--- config.mk ---
export PLATFORM = sky130hd
export DESIGN_NAME = arm_instruction_decode_core
export DESIGN_NICKNAME = d
export VERILOG_FILES = /design/src/hdl/aid_pkg.sv /design/src/hdl/aid_decode.sv /design/src/hdl/arm_instruction_decode_core.sv
export SDC_FILE = /design/constraint.sdc
export NUM_CORES = 1
export LEC_CHECK = 0
export BUFFER_PORTS_ARGS = -buffer_cell sky130_fd_sc_hd__buf_2
export CAP_MARGIN = 40
export CORE_MARGIN = 2
export CORE_UTILIZATION = 41
export CTS_BUF_LIST = sky130_fd_sc_hd__clkbuf_2 sky130_fd_sc_hd__clkbuf_4 sky130_fd_sc_hd__clkbuf_8
export DETAILED_ROUTE_END_ITERATION = 16
export RECOVER_POWER = 50
export SLEW_MARGIN = 0
export SYNTH_ARGS = -nofsm -noshare
export SYNTH_HDL_FRONTEND = slang
export SYNTH_SLANG_ARGS = --single-unit
--- constraint.sdc ---
create_clock -name clk -period 7.4 [get_ports clk]
set_input_delay 1.11 -clock clk [delete_from_list [all_inputs] [get_ports clk]]
set_output_delay 1.11 -clock clk [all_outputs]
set_load 0.03 [all_outputs]
--- src/hdl/aid_pkg.sv ---
// shared types and constants of the instruction decoder
`default_nettype none
package aid_pkg;

  localparam int unsigned InstrW = 32;
  localparam int unsigned AddrW  = 32;
  localparam int unsigned OpW    = 6;
  localparam int unsigned RegW   = 4;
  localparam int unsigned ImmW   = 32;
  localparam int unsigned StyW   = 3;
  localparam int unsigned SamtW  = 5;
  localparam int unsigned MfW    = 14;
  localparam int unsigned FfW    = 6;
  localparam int unsigned CcW    = 2;
  localparam int unsigned InDataW  = 64;
  localparam int unsigned OutDataW = 88;

  // operation codes
  localparam logic [OpW-1:0] OP_B      = 6'd16;
  localparam logic [OpW-1:0] OP_BL     = 6'd17;
  localparam logic [OpW-1:0] OP_BX     = 6'd18;
  localparam logic [OpW-1:0] OP_BLXI   = 6'd19;
  localparam logic [OpW-1:0] OP_BLXR   = 6'd20;
  localparam logic [OpW-1:0] OP_LDR    = 6'd21;
  localparam logic [OpW-1:0] OP_LDRB   = 6'd22;
  localparam logic [OpW-1:0] OP_STR    = 6'd23;
  localparam logic [OpW-1:0] OP_STRB   = 6'd24;
  localparam logic [OpW-1:0] OP_LDRH   = 6'd25;
  localparam logic [OpW-1:0] OP_LDRSB  = 6'd26;
  localparam logic [OpW-1:0] OP_LDRSH  = 6'd27;
  localparam logic [OpW-1:0] OP_STRH   = 6'd28;
  localparam logic [OpW-1:0] OP_LDRD   = 6'd29;
  localparam logic [OpW-1:0] OP_STRD   = 6'd30;
  localparam logic [OpW-1:0] OP_LDM    = 6'd31;
  localparam logic [OpW-1:0] OP_STM    = 6'd32;
  localparam logic [OpW-1:0] OP_SWP    = 6'd33;
  localparam logic [OpW-1:0] OP_SWPB   = 6'd34;
  localparam logic [OpW-1:0] OP_MRS    = 6'd35;
  localparam logic [OpW-1:0] OP_MSR    = 6'd36;
  localparam logic [OpW-1:0] OP_MUL    = 6'd37;
  localparam logic [OpW-1:0] OP_MLA    = 6'd38;
  localparam logic [OpW-1:0] OP_UMULL  = 6'd39;
  localparam logic [OpW-1:0] OP_UMLAL  = 6'd40;
  localparam logic [OpW-1:0] OP_SMULL  = 6'd41;
  localparam logic [OpW-1:0] OP_SMLAL  = 6'd42;
  localparam logic [OpW-1:0] OP_SMLAXY = 6'd43;
  localparam logic [OpW-1:0] OP_SMLAWY = 6'd44;
  localparam logic [OpW-1:0] OP_SMULWY = 6'd45;
  localparam logic [OpW-1:0] OP_SMLALXY = 6'd46;
  localparam logic [OpW-1:0] OP_SMULXY = 6'd47;
  localparam logic [OpW-1:0] OP_QADD   = 6'd48;
  localparam logic [OpW-1:0] OP_QSUB   = 6'd49;
  localparam logic [OpW-1:0] OP_QDADD  = 6'd50;
  localparam logic [OpW-1:0] OP_QDSUB  = 6'd51;
  localparam logic [OpW-1:0] OP_CLZ    = 6'd52;
  localparam logic [OpW-1:0] OP_SWI    = 6'd53;
  localparam logic [OpW-1:0] OP_PLD    = 6'd54;
  localparam logic [OpW-1:0] OP_MCR    = 6'd55;
  localparam logic [OpW-1:0] OP_MRC    = 6'd56;
  localparam logic [OpW-1:0] OP_CDP    = 6'd57;
  localparam logic [OpW-1:0] OP_UNDEF  = 6'd58;

  localparam logic [3:0] COND_AL    = 4'd14;
  localparam logic [3:0] COND_NV    = 4'd15;
  localparam logic [3:0] REG_PC     = 4'd15;
  localparam logic [3:0] REG_LR     = 4'd14;

  // modifier flag masks
  localparam logic [MfW-1:0] MF_SETFLAGS = 14'h0001;
  localparam logic [MfW-1:0] MF_REGFORM  = 14'h0002;
  localparam logic [MfW-1:0] MF_SHREG    = 14'h0004;
  localparam logic [MfW-1:0] MF_PRE      = 14'h0008;
  localparam logic [MfW-1:0] MF_ADD      = 14'h0010;
  localparam logic [MfW-1:0] MF_WB       = 14'h0020;
  localparam logic [MfW-1:0] MF_BYTE     = 14'h0040;
  localparam logic [MfW-1:0] MF_SBIT     = 14'h0080;
  localparam logic [MfW-1:0] MF_LOAD     = 14'h0100;
  localparam logic [MfW-1:0] MF_SPSR     = 14'h0200;
  localparam logic [MfW-1:0] MF_XTOP     = 14'h0400;
  localparam logic [MfW-1:0] MF_YTOP     = 14'h0800;
  localparam logic [MfW-1:0] MF_LINK     = 14'h1000;
  localparam logic [MfW-1:0] MF_EXCH     = 14'h2000;

  // flow flag masks
  localparam logic [FfW-1:0] FF_BRANCH   = 6'h01;
  localparam logic [FfW-1:0] FF_CALL     = 6'h02;
  localparam logic [FfW-1:0] FF_INDIRECT = 6'h04;
  localparam logic [FfW-1:0] FF_RETURN   = 6'h08;
  localparam logic [FfW-1:0] FF_PCWRITE  = 6'h10;
  localparam logic [FfW-1:0] FF_UNDEF    = 6'h20;

  localparam logic [StyW-1:0] SHIFT_ROR = 3'd3;
  localparam logic [StyW-1:0] SHIFT_RRX = 3'd4;

  localparam logic [CcW-1:0] CC_KEEP = 2'd2;

  // fixed encodings of the branch-exchange and count-leading-zeros forms
  localparam logic [31:0] BX_MASK   = 32'h0FFFFFF0;
  localparam logic [31:0] BX_PAT    = 32'h012FFF10;
  localparam logic [31:0] BLXR_PAT  = 32'h012FFF30;
  localparam logic [31:0] CLZ_MASK  = 32'h0FFF0FF0;
  localparam logic [31:0] CLZ_PAT   = 32'h016F0F10;

  localparam logic [31:0] PC_AHEAD  = 32'd8;
  localparam logic [31:0] HALF_STEP = 32'd2;

  typedef struct packed {
    logic [OpW-1:0]   op;
    logic [3:0]       cond;
    logic [RegW-1:0]  rd;
    logic [RegW-1:0]  rn;
    logic [RegW-1:0]  rm;
    logic [RegW-1:0]  rs;
    logic [ImmW-1:0]  imm;
    logic [StyW-1:0]  sty;
    logic [SamtW-1:0] samt;
    logic [MfW-1:0]   mf;
    logic [FfW-1:0]   ff;
    logic [CcW-1:0]   cc;
  } dec_rec_t;

endpackage
`default_nettype wire

--- src/hdl/aid_decode.sv ---
// combinational decode of one instruction word into a decoded record
`default_nettype none
module aid_decode (
  input  wire logic [aid_pkg::InstrW-1:0] instr,
  input  wire logic [aid_pkg::AddrW-1:0]  pc,
  output aid_pkg::dec_rec_t               rec
);

  logic [31:0] br_off;
  logic [31:0] br_tgt;
  logic [2:0]  top3;
  logic [3:0]  top4;
  logic [4:0]  hi5;
  logic [3:0]  low;
  logic [3:0]  opc;
  logic        s;

  function automatic aid_pkg::dec_rec_t shifted_reg(aid_pkg::dec_rec_t d_in,
                                                    logic [31:0] w, logic allow);
    aid_pkg::dec_rec_t d;
    d = d_in;
    d.mf = d.mf | aid_pkg::MF_REGFORM;
    d.rm = w[3:0];
    d.sty = {1'b0, w[6:5]};
    if (allow && w[4]) begin
      d.mf = d.mf | aid_pkg::MF_SHREG;
      d.rs = w[11:8];
    end else begin
      d.samt = w[11:7];
      if (d.sty == aid_pkg::SHIFT_ROR && w[11:7] == 5'd0) begin
        d.sty = aid_pkg::SHIFT_RRX;
      end
    end
    return d;
  endfunction

  function automatic aid_pkg::dec_rec_t operand2(aid_pkg::dec_rec_t d_in, logic [31:0] w);
    aid_pkg::dec_rec_t d;
    logic [31:0] v;
    logic [63:0] dbl;
    logic [4:0]  r;
    d = d_in;
    v = {24'd0, w[7:0]};
    dbl = {v, v} >> {w[11:8], 1'b0};
    r = {w[11:8], 1'b0};
    if (w[25]) begin
      if (r == 5'd0) begin
        d.imm = v;
        d.cc = aid_pkg::CC_KEEP;
      end else begin
        d.imm = dbl[31:0];
        d.cc = {1'b0, dbl[31]};
      end
    end else begin
      d = shifted_reg(d, w, 1'b1);
    end
    return d;
  endfunction

  function automatic aid_pkg::dec_rec_t mem_addr_bits(aid_pkg::dec_rec_t d_in,
                                                      logic [31:0] w);
    aid_pkg::dec_rec_t d;
    d = d_in;
    d.rn = w[19:16];
    d.rd = w[15:12];
    if (w[24]) d.mf = d.mf | aid_pkg::MF_PRE;
    if (w[23]) d.mf = d.mf | aid_pkg::MF_ADD;
    // post-indexed transfers always write the base back
    if (w[21] || !w[24]) d.mf = d.mf | aid_pkg::MF_WB;
    return d;
  endfunction

  assign br_off = {{6{instr[23]}}, instr[23:0], 2'b00};
  assign br_tgt = pc + aid_pkg::PC_AHEAD + br_off;
  assign top3   = instr[27:25];
  assign top4   = instr[27:24];
  assign hi5    = instr[27:23];
  assign low    = instr[7:4];
  assign opc    = instr[24:21];
  assign s      = instr[20];

  always_comb begin
    rec = '0;
    rec.cond = instr[31:28];
    if (rec.cond == aid_pkg::COND_NV && top3 == 3'b101) begin
      rec.op = aid_pkg::OP_BLXI;
      rec.cond = aid_pkg::COND_AL;
      rec.imm = br_tgt + (instr[24] ? aid_pkg::HALF_STEP : 32'd0);
      rec.mf = aid_pkg::MF_LINK | aid_pkg::MF_EXCH;
      rec.ff = aid_pkg::FF_BRANCH | aid_pkg::FF_CALL | aid_pkg::FF_PCWRITE;
    end else if (rec.cond == aid_pkg::COND_NV && instr[27:26] == 2'b01 && instr[24] &&
                 instr[22] && !instr[21] && instr[20] && instr[15:12] == aid_pkg::REG_PC) begin
      rec.op = aid_pkg::OP_PLD;
      rec.cond = aid_pkg::COND_AL;
    end else if ((instr & aid_pkg::BX_MASK) == aid_pkg::BX_PAT) begin
      rec.op = aid_pkg::OP_BX;
      rec.rm = instr[3:0];
      rec.mf = aid_pkg::MF_EXCH;
      rec.ff = aid_pkg::FF_BRANCH | aid_pkg::FF_INDIRECT |
               ((instr[3:0] == aid_pkg::REG_LR) ? aid_pkg::FF_RETURN : '0);
    end else if ((instr & aid_pkg::BX_MASK) == aid_pkg::BLXR_PAT) begin
      rec.op = aid_pkg::OP_BLXR;
      rec.rm = instr[3:0];
      rec.mf = aid_pkg::MF_LINK | aid_pkg::MF_EXCH;
      rec.ff = aid_pkg::FF_BRANCH | aid_pkg::FF_CALL | aid_pkg::FF_INDIRECT |
               aid_pkg::FF_PCWRITE;
    end else if ((instr & aid_pkg::CLZ_MASK) == aid_pkg::CLZ_PAT) begin
      rec.op = aid_pkg::OP_CLZ;
      rec.rd = instr[15:12];
      rec.rm = instr[3:0];
    end else if (top3 == 3'b101) begin
      rec.op = instr[24] ? aid_pkg::OP_BL : aid_pkg::OP_B;
      rec.imm = br_tgt;
      rec.mf = instr[24] ? aid_pkg::MF_LINK : '0;
      rec.ff = aid_pkg::FF_BRANCH | (instr[24] ? aid_pkg::FF_CALL : '0);
    end else if (top4 == 4'b1111) begin
      rec.op = aid_pkg::OP_SWI;
      rec.imm = {8'd0, instr[23:0]};
    end else if (top4 == 4'b1110) begin
      rec.rs = instr[11:8];
      rec.rn = instr[19:16];
      rec.rm = instr[3:0];
      rec.rd = instr[15:12];
      if (instr[4]) begin
        rec.op = instr[20] ? aid_pkg::OP_MRC : aid_pkg::OP_MCR;
        rec.mf = instr[20] ? aid_pkg::MF_LOAD : '0;
        rec.imm = {25'd0, instr[7:5], 1'b0, instr[23:21]};
      end else begin
        rec.op = aid_pkg::OP_CDP;
        rec.imm = {25'd0, instr[7:5], instr[23:20]};
      end
    end else if (top3 == 3'b100) begin
      rec.op = instr[20] ? aid_pkg::OP_LDM : aid_pkg::OP_STM;
      rec.rn = instr[19:16];
      rec.imm = {16'd0, instr[15:0]};
      if (instr[24]) rec.mf = rec.mf | aid_pkg::MF_PRE;
      if (instr[23]) rec.mf = rec.mf | aid_pkg::MF_ADD;
      if (instr[22]) rec.mf = rec.mf | aid_pkg::MF_SBIT;
      if (instr[21]) rec.mf = rec.mf | aid_pkg::MF_WB;
      if (instr[20]) begin
        rec.mf = rec.mf | aid_pkg::MF_LOAD;
        // empty list or pc in list loads the pc
        if (instr[15] || instr[15:0] == 16'd0) begin
          rec.ff = aid_pkg::FF_PCWRITE | aid_pkg::FF_BRANCH | aid_pkg::FF_INDIRECT |
                   aid_pkg::FF_RETURN;
        end
      end
    end else if (instr[27:26] == 2'b01) begin
      if (instr[25] && instr[4]) begin
        rec.op = aid_pkg::OP_UNDEF;
        rec.ff = aid_pkg::FF_UNDEF;
      end else begin
        if (instr[20]) rec.op = instr[22] ? aid_pkg::OP_LDRB : aid_pkg::OP_LDR;
        else rec.op = instr[22] ? aid_pkg::OP_STRB : aid_pkg::OP_STR;
        rec = mem_addr_bits(rec, instr);
        if (instr[22]) rec.mf = rec.mf | aid_pkg::MF_BYTE;
        if (instr[25]) rec = shifted_reg(rec, instr, 1'b0);
        else rec.imm = {20'd0, instr[11:0]};
        if (instr[20] && instr[15:12] == aid_pkg::REG_PC) begin
          rec.ff = aid_pkg::FF_PCWRITE | aid_pkg::FF_BRANCH | aid_pkg::FF_INDIRECT;
        end
      end
    end else if (instr[27:26] == 2'b00) begin
      if (!instr[25] && low == 4'b1001 && hi5 == 5'b00000) begin
        rec.op = instr[21] ? aid_pkg::OP_MLA : aid_pkg::OP_MUL;
        rec.mf = s ? aid_pkg::MF_SETFLAGS : '0;
        rec.rd = instr[19:16];
        rec.rn = instr[15:12];
        rec.rs = instr[11:8];
        rec.rm = instr[3:0];
      end else if (!instr[25] && low == 4'b1001 && hi5 == 5'b00001) begin
        case (instr[22:21])
          2'b00:   rec.op = aid_pkg::OP_UMULL;
          2'b01:   rec.op = aid_pkg::OP_UMLAL;
          2'b10:   rec.op = aid_pkg::OP_SMULL;
          2'b11:   rec.op = aid_pkg::OP_SMLAL;
          default: rec.op = aid_pkg::OP_UMULL;
        endcase
        rec.mf = s ? aid_pkg::MF_SETFLAGS : '0;
        rec.rd = instr[19:16];
        rec.rn = instr[15:12];
        rec.rs = instr[11:8];
        rec.rm = instr[3:0];
      end else if (!instr[25] && low == 4'b1001 && hi5 == 5'b00010 &&
                   instr[21:20] == 2'b00) begin
        rec.op = instr[22] ? aid_pkg::OP_SWPB : aid_pkg::OP_SWP;
        rec.rn = instr[19:16];
        rec.rd = instr[15:12];
        rec.rm = instr[3:0];
      end else if (!instr[25] && hi5 == 5'b00010 && !s && low == 4'b0101) begin
        case (instr[22:21])
          2'b00:   rec.op = aid_pkg::OP_QADD;
          2'b01:   rec.op = aid_pkg::OP_QSUB;
          2'b10:   rec.op = aid_pkg::OP_QDADD;
          2'b11:   rec.op = aid_pkg::OP_QDSUB;
          default: rec.op = aid_pkg::OP_QADD;
        endcase
        rec.rn = instr[19:16];
        rec.rd = instr[15:12];
        rec.rm = instr[3:0];
      end else if (!instr[25] && hi5 == 5'b00010 && !s && instr[7] && !instr[4]) begin
        rec.rd = instr[19:16];
        rec.rn = instr[15:12];
        rec.rs = instr[11:8];
        rec.rm = instr[3:0];
        if (instr[5]) rec.mf = rec.mf | aid_pkg::MF_XTOP;
        if (instr[6]) rec.mf = rec.mf | aid_pkg::MF_YTOP;
        case (instr[22:21])
          2'b00:   rec.op = aid_pkg::OP_SMLAXY;
          2'b01:   rec.op = instr[5] ? aid_pkg::OP_SMULWY : aid_pkg::OP_SMLAWY;
          2'b10:   rec.op = aid_pkg::OP_SMLALXY;
          2'b11:   rec.op = aid_pkg::OP_SMULXY;
          default: rec.op = aid_pkg::OP_SMLAXY;
        endcase
      end else if (!instr[25] && instr[7] && instr[4]) begin
        if (instr[6:5] == 2'b00) begin
          rec.op = aid_pkg::OP_UNDEF;
          rec.ff = aid_pkg::FF_UNDEF;
        end else begin
          case ({instr[20], instr[6:5]})
            3'b101:  rec.op = aid_pkg::OP_LDRH;
            3'b110:  rec.op = aid_pkg::OP_LDRSB;
            3'b111:  rec.op = aid_pkg::OP_LDRSH;
            3'b001:  rec.op = aid_pkg::OP_STRH;
            3'b010:  rec.op = aid_pkg::OP_LDRD;
            3'b011:  rec.op = aid_pkg::OP_STRD;
            default: rec.op = aid_pkg::OP_UNDEF;
          endcase
          rec = mem_addr_bits(rec, instr);
          if (instr[22]) begin
            rec.imm = {24'd0, instr[11:8], instr[3:0]};
          end else begin
            rec.mf = rec.mf | aid_pkg::MF_REGFORM;
            rec.rm = instr[3:0];
          end
        end
      end else if (!s && opc[3:2] == 2'b10) begin
        // compare opcodes without s are the status register transfers
        if (instr[22]) rec.mf = rec.mf | aid_pkg::MF_SPSR;
        if (!instr[21]) begin
          rec.op = aid_pkg::OP_MRS;
          rec.rd = instr[15:12];
        end else begin
          rec.op = aid_pkg::OP_MSR;
          rec.rd = instr[19:16];
          if (instr[25]) begin
            rec = operand2(rec, instr);
          end else begin
            rec.mf = rec.mf | aid_pkg::MF_REGFORM;
            rec.rm = instr[3:0];
          end
        end
      end else begin
        rec.op = {2'b00, opc};
        if (s) rec.mf = rec.mf | aid_pkg::MF_SETFLAGS;
        rec.rn = instr[19:16];
        rec.rd = instr[15:12];
        rec = operand2(rec, instr);
        if (instr[15:12] == aid_pkg::REG_PC && opc[3:2] != 2'b10) begin
          rec.ff = aid_pkg::FF_PCWRITE | aid_pkg::FF_BRANCH | aid_pkg::FF_INDIRECT;
        end
      end
    end else begin
      rec.op = aid_pkg::OP_UNDEF;
      rec.ff = aid_pkg::FF_UNDEF;
    end
  end

endmodule
`default_nettype wire

--- src/hdl/arm_instruction_decode_core.sv ---
// top level of the instruction decoder: input register, decode, result register
`default_nettype none
// Decodes one 32-bit instruction word per transaction into a decoded record
// (operation, condition, register fields, immediate or branch target, shift,
// modifier and flow flags, rotated-immediate carry code). Throughput is one
// transaction per clock: a word is taken every cycle as long as the result
// side keeps up. The word is held in the input register, decoded, and the
// result is presented from the result register, where a result-side stall
// holds it until taken. The decode logic between the two registers is a
// single pass. No state is kept between transactions.
module arm_instruction_decode_core (
  input  wire logic                            clk,
  input  wire logic                            rst_n,
  input  wire logic                            in_tvalid,
  output      logic                            in_tready,
  // instr_word[31:0], fetch_address[63:32]
  input  wire logic [aid_pkg::InDataW-1:0]     in_tdata,
  output      logic                            out_tvalid,
  input  wire logic                            out_tready,
  // operation[5:0], condition[9:6], reg_dest[13:10], reg_base[17:14],
  // reg_operand[21:18], reg_shift[25:22], immediate[57:26], shift_type[60:58],
  // shift_amount[65:61], modifier_flags[79:66], flow_flags[85:80],
  // imm_carry_code[87:86]
  output      logic [aid_pkg::OutDataW-1:0]    out_tdata
);

  logic                          in_valid_r;
  logic                          in_valid_nxt;
  logic [aid_pkg::InstrW-1:0]    instr_r;
  logic [aid_pkg::AddrW-1:0]     pc_r;
  logic                          out_valid_r;
  logic                          out_valid_nxt;
  aid_pkg::dec_rec_t             dec_rec;
  aid_pkg::dec_rec_t             out_rec_r;
  logic                          out_adv;

  aid_decode u_decode (
    .instr (instr_r),
    .pc    (pc_r),
    .rec   (dec_rec)
  );

  // result register can load when empty or being drained
  assign out_adv   = !out_valid_r || out_tready;
  assign in_tready = !in_valid_r || out_adv;

  always_comb begin
    in_valid_nxt  = in_valid_r;
    out_valid_nxt = out_valid_r;
    if (in_tready) in_valid_nxt = in_tvalid;
    if (out_adv) out_valid_nxt = in_valid_r;
  end

  always_ff @(posedge clk) begin
    if (!rst_n) begin
      in_valid_r  <= 1'b0;
      out_valid_r <= 1'b0;
    end else begin
      in_valid_r  <= in_valid_nxt;
      out_valid_r <= out_valid_nxt;
    end
  end

  always_ff @(posedge clk) begin
    if (in_tready && in_tvalid) begin
      instr_r <= in_tdata[31:0];
      pc_r    <= in_tdata[63:32];
    end
    if (out_adv && in_valid_r) begin
      out_rec_r <= dec_rec;
    end
  end

  assign out_tvalid = out_valid_r;
  assign out_tdata  = {out_rec_r.cc, out_rec_r.ff, out_rec_r.mf, out_rec_r.samt,
                       out_rec_r.sty, out_rec_r.imm, out_rec_r.rs, out_rec_r.rm,
                       out_rec_r.rn, out_rec_r.rd, out_rec_r.cond, out_rec_r.op};

endmodule
`default_nettype wire

# == After elaboration in Yosys (flattened, before gate mapping) ==
# Index checks and enable logic that the tools add are counted.
# op_classes
n_bitwise,0
div,0
mux,184
n_reduce_logical,51
n_eq_ne,27
n_mul,0
addsub,3
magnitude_cmp,0
shift,1
# ops
operator,n
two-way mux 88 bit,28
two-way mux 48 bit,8
two-way mux 40 bit,6
two-way mux 20 bit,11
two-way mux 70 bit,3
two-way mux 32 bit,6
two-way mux 6 bit,24
two-way mux 8 bit,18
two-way mux 66 bit,2
two-way mux 62 bit,2
two-way mux 4 bit,23
two-way mux 74 bit,1
two-way mux 12 bit,6
one-hot mux 6 bit (4 select lines),3
two-way mux 14 bit,5
adder 32 bit,2
two-way mux 30 bit,2
"equality test 24 x 21 -> 1 bit, second input constant",2
two-way mux 16 bit,3
right shift 40 x 5 -> 32 bit,1
one-hot mux 6 bit (6 select lines),1
"adder 32 x 4 -> 32 bit, second input constant",1
two-way mux 2 bit,16
two-way mux 28 bit,1
other kinds (33),91
# word_totals
mem_count,0
ff_bits,154
mem_bits_rw,0
romBits,0
output_inout_bits,90
latchBits,0
wordCells,286
input_bits,68

# == Depth between registers and ports, before layout ==
# logic_depth
depth_word,60
depth_mapped,16
mapped_depth_nobuf,15

# == Cells and area by module ==
# A second synthesis with hierarchy kept.
# hier_totals
cells_unflattened,1084
hier_area_um2,10578.9
# modules_own_cells
mod,cells_each,area_each_um2,instances,seq_area_each_um2
aid_decode,923,5910.7,1,0.0
arm_instruction_decode_core,161,4668.2,1,4604.4

# == Worst setup path after synthesis ==
# Ideal clock, no wire load.
# synth_path
path_type,input -> register
from,input out_tready
to,"register out_rec_r, in the netlist out_tdata[0], enable pin"
arrival_ns,5.047
cell_stages,2
setup_ns,0.544
n_path_buf,0
required_ns,6.856
path_slack_ns,1.810
cell_sequence,nor2b_1 nor2b_1
# synth_between
elab_chain_cells,2
# synth_rtl
item,line_no,text
from (decl),arm_instruction_decode_core.sv:19,"input wire logic out_tready,"
logical OR 1 bit,arm_instruction_decode_core.sv:44,assign out_adv = !out_valid_r || out_tready;
logical AND 1 bit,arm_instruction_decode_core.sv:69,if (out_adv && in_valid_r) begin
to (signal assigned),arm_instruction_decode_core.sv:70,out_rec_r <= dec_rec;
to (decl),arm_instruction_decode_core.sv:34,aid_pkg::dec_rec_t out_rec_r;
# No other way between the ends.
# A chain may end at the register's enable or synchronous reset.

==> flow_summary_export.csv <==
group,metric,value,unit
floorplanning,dieWidth,163,um
clocking,clkTransAtPathRegs,0.09,ns
sta,skew,0.0122,ns
global_routing,first_pass_grt_wire_length,49900,um
pwr,vdd_ir_drop_max,101,uV
logic_synthesis,yosys.area.top_type,"sky130_fd_sc_hd__edfxtp_1",
worst_setup_path,timing.reg2reg.worst_path_depth,12,
routing,drc,0,
global_routing,global_route.usage.total,0.251,
floorplanning,placement_rows,58,
worst_setup_path,setup.worst_path.class,"reg -> reg",
run_status,failed_checks,"capacitance limit, slew limit",
logic_synthesis,number_of_flops_mapped_to_enable_cells_by_yosys,151,
global_routing,overflow,0,
clocking,worst_skew_pair.late_latency,0.47,ns
finish,syn2layout_area_growth,13.4,%
finish,postLayoutCellArea,0.0117,mm^2
min_path,timing.hold.worst.class,"reg -> reg",
logic_synthesis,post_synth_instance_area,0.0103,mm^2
clocking,cts.root.buffer_cell,"sky130_fd_sc_hd__clkbuf_8",
floorplanning,pin_count,158,
sta,final_total_negative_setup_slack,0,ns
logic_synthesis,postSynth.topFlopCell,"sky130_fd_sc_hd__edfxtp_1",
finish,final_net_count,1325,
finish,instances_no_fill,1534,
worst_setup_path,required,7.60,ns
floorplanning,die_outline_area,0.0265,mm^2
pwr,report.power.total,2.31,mW
sta,worst-slew-pin-transition,3.54,ns
logic_synthesis,synth.top_cell.area_share,0.439,
logic_synthesis,ys_warn_count,0,
sta,period_needed,4.87,ns
logic_synthesis,mappedNetlistNets,1190,
clocking,postCtsHoldBufs,0,
sta,max_freq,0.205,GHz
floorplanning,core,0.0250,mm^2
run,maxCapViolCount,2,
routing,post_drt_via_cell_ratio,5.95,
sta,finalHoldViolations,0,
routing,route.detailed.wl_per_inst,21.5,um
clocking,htreeDepth,4,
placement,place_hpwl,24600,um
sta,slew-limit-headroom,-1.36,
logic_synthesis,asyncSetResetFlopFracSynth,0,
clocking,cts-root-to-sink-buffers,2,
worst_setup_path,crit_path_max_fanout,23,
sta,rsz0062_at_grt,"no",
worst_setup_path,worst_r2r_startpoint,"instr_r[9]",
clocking,cts.repair_timing.setup_buffer_count,0,
logic_synthesis,netlist_top_cells_area,"sky130_fd_sc_hd__edfxtp_1 (44%), sky130_fd_sc_hd__ha_1 (7.9%), sky130_fd_sc_hd__a21oi_1 (3.6%), sky130_fd_sc_hd__nor2_1 (3.5%), sky130_fd_sc_hd__nand2_1 (3.5%)",
worst_setup_path,cp-end-kind,"flop",
routing,number_of_nets_still_failing_antenna_checks_after_routing,0,
logic_synthesis,syn_inst,1056,
global_routing,number_of_antenna_violations_at_the_first_check_in_global_routing,0,
pwr,power_density,197,mW/mm^2
clocking,tritoncts,"done",
placement,port-buffer-count,157,
routing,routed-via-count,9121,
logic_synthesis,synthTopCellsByCount,"sky130_fd_sc_hd__edfxtp_1 (151), sky130_fd_sc_hd__nor2_1 (96), sky130_fd_sc_hd__nand2_1 (95), sky130_fd_sc_hd__a21oi_1 (75), sky130_fd_sc_hd__ha_1 (65)",
global_routing,largest_net_degree_at_the_start_of_global_routing,65,
logic_synthesis,yosys.cell_types.count,92,
worst_setup_path,cp.arrival,5.07,ns
routing,detailedRoute.firstIterationViolations,1033,
clocking,ctsResizeCount,0,
global_routing,via_count_of_the_first_global_routing_pass,8609,
routing,postRouteWirelength,33000,um
worst_setup_path,reg2reg_setup_slack,2.53,ns
run_status,outcome,"finished, violations left",
sta,finalMaxSlewViolations,86,
logic_synthesis,yosys_register_bits,153,
sta,setup_violations,0,
clocking,cts_buffers,17,
worst_setup_path,r2r-end,"out_tdata[57]",
pwr,total_leakage_power,4.36,nW
finish,antenna_cells_inserted,0,
placement,gpl.final_weighted_congestion,0.936,
clocking,tritoncts_num_sinks,153,
logic_synthesis,synth.yosys.seq_area_share,0.443,
worst_setup_path,crit_path_start_kind,"flop",
placement,post_dp_cell_area,0.0115,mm^2
worst_setup_path,timing.critical_path.to,"out_tdata[57]",
routing,drt_pass1_iterations,7,
floorplanning,floorplan.initialDensity,0.414,
floorplanning,die_height,163,um
finish,post_route_cells_drive_above_1_share,0.150,
logic_synthesis,synth.most_common_cell,"sky130_fd_sc_hd__edfxtp_1",
placement,place_inst,1502,
worst_setup_path,crit_path_start,"instr_r[9]",
sta,min_period_over_period,0.658,
logic_synthesis,syn_avg_cell_area,9.78,um^2
[placed cells by master (no fill, tap or decap), drive strengths merged, types with 12 or more instances in the layout]
| cell | Yosys | layout |
|---|---|---|
| edfxtp | 151 | 151 |
| buf | 10 | 109 |
| nor2 | 96 | 96 |
| nand2 | 95 | 95 |
| clkbuf | 47 | 84 |
| a21oi | 76 | 76 |
| o21ai | 67 | 67 |
| ha | 65 | 65 |
| nor3 | 36 | 36 |
| nand3 | 31 | 31 |
| and2 | 31 | 31 |
| inv | 22 | 30 |
| a31oi | 23 | 23 |
| xnor2 | 22 | 22 |
| xor2 | 20 | 20 |
| nand2b | 18 | 18 |
| a22oi | 16 | 16 |
| o221ai | 15 | 15 |
| nor2b | 14 | 14 |
| a221oi | 13 | 13 |
| o22ai | 12 | 12 |
| a211oi | 12 | 12 |
[layer usage]
metal,up-vias,GRT usage,part of all wire
met5,-,0,0
met4,0,0.0933,0.027
met3,52,0.0672,0.086
met2,415,0.382,0.45
met1,4339,0.342,0.44
li1,4315,-,-
[cell type report]
class	instances	area [um^2]
repair buffers	174	866
fillers	2441	13200
clock inverters	13	110
clock buffers	19	249
well taps	330	413
flip-flops and latches	153	4570
multi-input cells	822	5420
inverters	23	86.3
[state kept, by name, summed over array words and instances (netlist names)]
signal	cells
out_tdata	87
pc_r	32
out_tvalid	1
instr_r	32
in_valid_r	1
[critical path, cell delays in order (launching register included)]
cell and delay, ns:
sky130_fd_sc_hd__edfxtp_1 0.90, sky130_fd_sc_hd__ha_1 0.36, sky130_fd_sc_hd__ha_1 0.44, sky130_fd_sc_hd__nand4_1 0.26, sky130_fd_sc_hd__nor4_2 0.47, sky130_fd_sc_hd__a22o_4 0.22
sky130_fd_sc_hd__o211a_1 0.25, sky130_fd_sc_hd__o21ai_0 0.16, sky130_fd_sc_hd__nor4_2 0.48, sky130_fd_sc_hd__nand4_1 0.32, sky130_fd_sc_hd__nor4_1 0.36, sky130_fd_sc_hd__mux2i_1 0.23
sky130_fd_sc_hd__o221ai_1 0.12
[worst min-delay path by stage]
stage,cells past startpoint,from,to,slack [ns]
after floorplan,1,in_valid_r,out_tvalid,0.48
after global placement,0,instr_r[30],out_tdata[8],0.45
after detailed placement,0,instr_r[29],out_tdata[7],0.47
after CTS,0,instr_r[31],out_tdata[9],0.49
after global routing,0,instr_r[31],out_tdata[9],0.51
final,0,instr_r[29],out_tdata[7],0.50
[kinds of logic after synthesis]
| logic type | count (synthesis) | synth area share |
|---|---|---|
| AO/OA/AOI/OAI | 310 | 0.202 |
| XOR/XNOR | 42 | 0.0363 |
| adder cells (fa/ha/maj) | 66 | 0.0806 |
| buffers and inverters | 81 | 0.0333 |
| flip-flops | 153 | 0.443 |
| multiplexers | 9 | 0.00884 |
| AND/OR/NAND/NOR | 395 | 0.196 |
[per-stage QoR]
stage | hold WS, ns | setup slack [ns] | utilization
after floorplan | 0.477 | 1.81 | -
final | 0.495 | 2.53 | 0.469
after global routing | 0.505 | 2.14 | 0.469
after global placement | 0.453 | 2.81 | 0.456
after CTS | 0.493 | 2.63 | 0.473
after detailed placement | 0.469 | 2.67 | 0.459
[power by group]
part           switching [mW]  total (mW)  internal (mW)
logic                   0.417       0.637          0.220
clock network           0.370       0.619          0.249
registers              0.0387        1.05           1.01
total                   0.826        2.31           1.48
(Power assumes the default switching activity.)
